`config.mk`:
```
export PLATFORM = sky130hd
export DESIGN_NAME = pspt_ctrl
export DESIGN_NICKNAME = d
export VERILOG_FILES = /design/src/design/pspt_pkg.sv /design/src/design/pspt_ctrl.sv
export SDC_FILE = /design/constraint.sdc
export NUM_CORES = 1
export LEC_CHECK = 0
export BUFFER_PORTS_ARGS = -buffer_cell sky130_fd_sc_hd__buf_2
export CAP_MARGIN = 5
export CORE_AREA = 2 2 39 41
export CTS_CLUSTER_SIZE = 10
export DETAILED_ROUTE_END_ITERATION = 12
export DIE_AREA = 0 0 41 43
export GPL_TIMING_DRIVEN = 1
export SLEW_MARGIN = 10
export SYNTH_ARGS = -nofsm -noshare
export SYNTH_HDL_FRONTEND = slang
export SYNTH_SLANG_ARGS = --single-unit
```
`constraint.sdc`:
```
create_clock -name clk -period 1.8 [get_ports clk]
set_input_delay 0.36 -clock clk [delete_from_list [all_inputs] [get_ports clk]]
set_output_delay 0.36 -clock clk [all_outputs]
set_load 0.02 [all_outputs]
```
`src/design/pspt_pkg.sv`:
```
// Package: sizes, command and status types for the stride prefetch table.
`default_nettype none
package pspt_pkg;

  localparam int TABLE_ENTRIES = 128;
  localparam int ADDR_W        = 48;
  localparam int STRIDE_W      = 32;
  localparam int IDX_W         = (TABLE_ENTRIES > 1) ? $clog2(TABLE_ENTRIES) : 1;
  localparam int CNT_W         = $clog2(TABLE_ENTRIES + 1);
  localparam int LANES         = (TABLE_ENTRIES >= 64) ? 32 : TABLE_ENTRIES / 2;
  localparam int ROWS          = TABLE_ENTRIES / LANES;
  localparam int LANE_W        = (LANES > 1) ? $clog2(LANES) : 1;
  localparam int ROW_W         = (ROWS > 1) ? $clog2(ROWS) : 1;

  typedef struct packed {
    logic capture;
    logic srch;
    logic alloc;
    logic calc;
    logic commit;
  } ctl_cmd_t;

  typedef struct packed {
    logic row_last;
    logic hit_eq;
    logic out_busy;
  } ctl_sts_t;

endpackage
`default_nettype wire

```
`src/design/pspt_ctrl.sv`:
```
// Controller: sequences tag scan, entry read, stride compute and commit.
`default_nettype none
module pspt_ctrl
  import pspt_pkg::*;
(
  input  wire logic     clk,
  input  wire logic     rst_n,
  input  wire logic     in_valid,
  input  wire logic     in_is_miss,
  output logic          in_ready,
  input  wire ctl_sts_t sts,
  output ctl_cmd_t      cmd
);

  localparam logic [2:0] S_IDLE = 3'd0;
  localparam logic [2:0] S_SRCH = 3'd1;
  localparam logic [2:0] S_LAST = 3'd2;
  localparam logic [2:0] S_DRD  = 3'd3;
  localparam logic [2:0] S_CALC = 3'd4;
  localparam logic [2:0] S_EMIT = 3'd5;

  logic [2:0] state_r;
  logic [2:0] state_nxt;

  assign in_ready = (state_r == S_IDLE);

  always_comb begin
    cmd         = '0;
    cmd.capture = (state_r == S_IDLE) && in_valid;
    cmd.srch    = (state_r == S_SRCH);
    cmd.alloc   = (state_r == S_DRD);
    cmd.calc    = (state_r == S_CALC);
    cmd.commit  = (state_r == S_EMIT) && !(sts.hit_eq && sts.out_busy);
  end

  always_comb begin
    state_nxt = state_r;
    case (state_r)
      S_IDLE: begin
        if (in_valid && in_is_miss) state_nxt = S_SRCH;
      end
      S_SRCH: begin
        if (sts.row_last) state_nxt = S_LAST;
      end
      S_LAST: state_nxt = S_DRD;
      S_DRD:  state_nxt = S_CALC;
      S_CALC: state_nxt = S_EMIT;
      S_EMIT: begin
        if (cmd.commit) state_nxt = S_IDLE;
      end
      default: state_nxt = S_IDLE;
    endcase
  end

  always_ff @(posedge clk) begin
    if (!rst_n) begin
      state_r <= S_IDLE;
    end else begin
      state_r <= state_nxt;
    end
  end

endmodule
`default_nettype wire

```
# After elaboration in Yosys (flattened, before gate mapping)
# Index checks and enable logic that the tools add are counted.
dict set report word_totals {
  output_inout_bits 6
  reg_bits 3
}
dict set report op_classes {
  n_reduce_logical 7
  n_mux 4
  n_eq_ne 8
}
# op count
set op_table {}
lappend op_table {{one-hot mux 3 bit (6 select lines)} 1}
lappend op_table {{two-way mux 3 bit} 3}
lappend op_table {{equality test 3 x 2 -> 1 bit, second input constant} 2}
lappend op_table {{equality test 3 bit, second input constant} 2}
lappend op_table {{logical AND 1 bit} 4}
lappend op_table {{inequality test 2 bit, second input constant} 2}
lappend op_table {{equality test 3 x 1 -> 1 bit, second input constant} 1}
lappend op_table {{logical NOT 3 bit} 1}
lappend op_table {{AND reduction 3 bit} 1}
lappend op_table {{inequality test 2 x 1 -> 1 bit, second input constant} 1}
lappend op_table {{logical NOT 1 bit} 1}

# Logic depth before layout (Yosys ltp)
dict set report depth {
  depth_word 5
  ltp_mapped 4
}

# Worst setup path before layout
# Ideal clock, no wire load.
dict set report synth_path {
  kind {flip-flop to output port}
  start {reg state_r[0]}
  end {out cmd[4] (netlist bit)}
  arrival_time_ns 1.279
  path_stages_with_launch 4
  required_ns 1.440
  path_slack_ns 0.161
  cell_sequence {dfxtp_1 > buf_6 > nor3_1 > and2_1}
}
# item line_no
set synth_lines {}
lappend synth_lines {{from (decl)} pspt_ctrl.sv:22} ;# logic [2:0] state_r;
lappend synth_lines {{from (signal assigned)} pspt_ctrl.sv:59} ;# state_r <= state_nxt;
lappend synth_lines {{to (decl)} pspt_ctrl.sv:12} ;# output ctl_cmd_t cmd

==> impl_metrics.yaml <==
pwr:
  seq_power_share_pct: 32.3
  swShare_pct: 28.47
  clockPowerShare_pct: 46.3
  internal_power_mw: 0.1795
  power_frac_comb_pct: 21.4
  p_sw_mw: 0.07146
  ir_drop_uv: 185.1
  p_leak_nw: 0.1336
  power_density_nw_per_um2: 868.4
  power_mw: 0.2510
die:
  die_y_um: 43
  num_rows: 14
  die_w_um: 41
  coreArea_um2: 1384
  die_area_um2: 1763
  num_io_pins: 13
  start_util_pct: 14.01
critical_path:
  path_class: "flop to output port"
  cp_top_family: "flip-flops"
  critPathRequiredTime_ns: 1.44
  path_max_fanout: 11
  cp-end-kind: "output port"
  cp_slowest_stage_delay_ns: 0.38
  crit_chain: "nor3_1 > and2_1 > buf_2"
  crit_path_start_kind: "flop"
  slowest_stage: "dfxtp_1"
  cp_num_buf_inv: 1
  arrival_ns: 1.14
clock_network:
  numCtsBuffers: 3
  postCtsHoldBufs: 0
  cts_tree: "yes"
  post_cts.repair.setup_buffers: 0
  root_buffer: "clkbuf_4"
  cts_buffer_depth: 2
  h-tree-depth: 1
  cts.sinks: 3
  ctsResizeCount: 0
  clkLatencyLatePin_ns: 0.23
  clkTransAtPathRegs_ns: 0.04
job:
  maxCapViolCount: 0
yosys:
  avgSynthCellArea_um2: 8.081
  syn_nets: 31
  synth.distinct_cells: 16
  postSynthCellCount: 24
  yosysWarningCount: 0
  synth-seq-area-share_pct: 30.97
  synth_area_um2: 193.9
  ys_ff_latch: 3
place:
  globalplace.congestion: 0.5481
  numPortBuffers: 12
  place_area_um2: 262.8
  dp_hpwl_um: 352.6
sta:
  finalHoldViolations: 0
  setup_viol: 0
  min_period_over_period_pct: 83.44
  rsz0062_at_grt: "no"
  slew_violations: 0
  tns_ns: 0
  slew-limit-headroom_pct: 76.26
  skew_ns: 0.001604
  max_freq_ghz: 0.6658
  period_needed_ns: 1.502
  max_slew.worst_pin.slew_ns: 0.3471
routing:
  drtIter0Drc: 1
  drtPass1Iterations: 2
  wl_um: 437
  avgViaCountPerCell: 4.000
  wl_per_cell_um: 7.945
  vias: 220
  drc: 0
  ant_nets: 0
final_layout:
  antenna_cells: 0
  fin_nets: 47
  largest_register: "state_r"
  largest_register_ffs: 3
  fill_cells: 168
  synthToLayoutAreaGrowth_pct: 49.03
  drive_above_1_share_pct: 43.59
  postLayoutCellArea_um2: 289.0
  top_regs: "state_r: 3 flops"
run_status:
  status: "completed"
grt:
  grt_max_degree: 12
  antenna_found_initial: 0
  overflow: 0
  grt_pass1_vias: 192
  grt_pass1_wl_um: 759
  track_usage_pct: 7.121
min_path:
  hp-class: "primary input to flop"
per-stage QoR:
step           hold WS, ns  utilization [%]  cells  worst slack, ns
6_report            0.3666            20.89     55           0.2981
5_1_grt             0.3821            20.89     55           0.1887
4_1_cts             0.3628            20.89     55           0.2884
3_5_place_dp        0.5768            18.99     51           0.5437
3_3_place_gp        0.5839            18.99     51           0.5720
2_1_floorplan       0.4775                -     24           0.1615
logic make-up (layout without fill, tap and decap cells):
group | Yosys count | count (layout) | share of synthesized area, %
compound gates | 6 | 6 | 19.36
mux | 1 | 1 | 5.806
simple gates | 13 | 13 | 38.07
buf+inv | 1 | 16 | 5.806
flops | 3 | 3 | 30.97
worst paths after layout:
path              depth (start not counted)    endpoint  startpoint  slack, ns
setup / recovery                          3      cmd[4]  state_r[0]       0.30
hold / removal                            2  state_r[2]       rst_n       0.37
setup reg to reg                          3  state_r[1]  state_r[0]       0.76
hold reg to reg                           1  state_r[1]  state_r[2]       0.58
layout by cell type, fill, tap and decap left out:
| master | n |
|---|---|
| nand2_1 | 4 |
| nor2_1 | 2 |
| o21a_1 | 1 |
| nand2b_1 | 1 |
| buf_2 | 12 |
| a21oi_1 | 1 |
| a31oi_1 | 1 |
| o21ai_0 | 2 |
| dfxtp_1 | 3 |
| nor3b_2 | 1 |
| and2_1 | 1 |
| and3b_1 | 1 |
| mux2_2 | 1 |
| nor3b_1 | 1 |
| nor3_1 | 2 |
| a2111oi_0 | 1 |
| clkbuf_1 | 1 |
| clkbuf_4 | 3 |
layout make-up:
| cell class | count | area, µm² | area share [%] |
|---|---|---|---|
| Tap cell | 16 | 20.02 | 6.926 |
| Clock buffer | 4 | 26.28 | 9.091 |
| Sequential cell | 3 | 60.06 | 20.78 |
| Timing Repair Buffer | 12 | 60.06 | 20.78 |
| Multi-Input combinational cell | 20 | 122.6 | 42.42 |
layer usage:
metal | up-vias | global-route usage [%] | wire (µm)
met1 | 94 | 6.731 | 181
met5 | - | 0 | 0
li1 | 117 | - | -
met4 | 0 | 6.000 | 0
met2 | 9 | 9.063 | 208
met3 | 0 | 6.283 | 47
synth_stat cells, drive strengths merged:
cell | instances | share of area [%]
a2111oi | 1 | 4.5
a21oi | 1 | 2.6
a31oi | 1 | 3.2
and2 | 1 | 3.2
and3b | 1 | 4.5
buf | 1 | 5.8
dfxtp | 3 | 31
mux2 | 1 | 5.8
nand2 | 4 | 7.7
nand2b | 1 | 3.2
nor2 | 2 | 3.9
nor3 | 2 | 5.2
nor3b | 2 | 10
o21a | 1 | 3.9
o21ai | 2 | 5.2
power groups by stage:
stage          Combinational (mW)  Clock (mW)  Sequential (mW)
2_1_floorplan              0.0441           0           0.0768
3_3_place_gp               0.0543           0           0.0817
3_5_place_dp               0.0548           0           0.0821
4_1_cts                    0.0549       0.124           0.0810
5_1_grt                    0.0600       0.132           0.0835
6_report                   0.0538       0.116           0.0811
No activity file was read; power rests on OpenSTA's default activity.
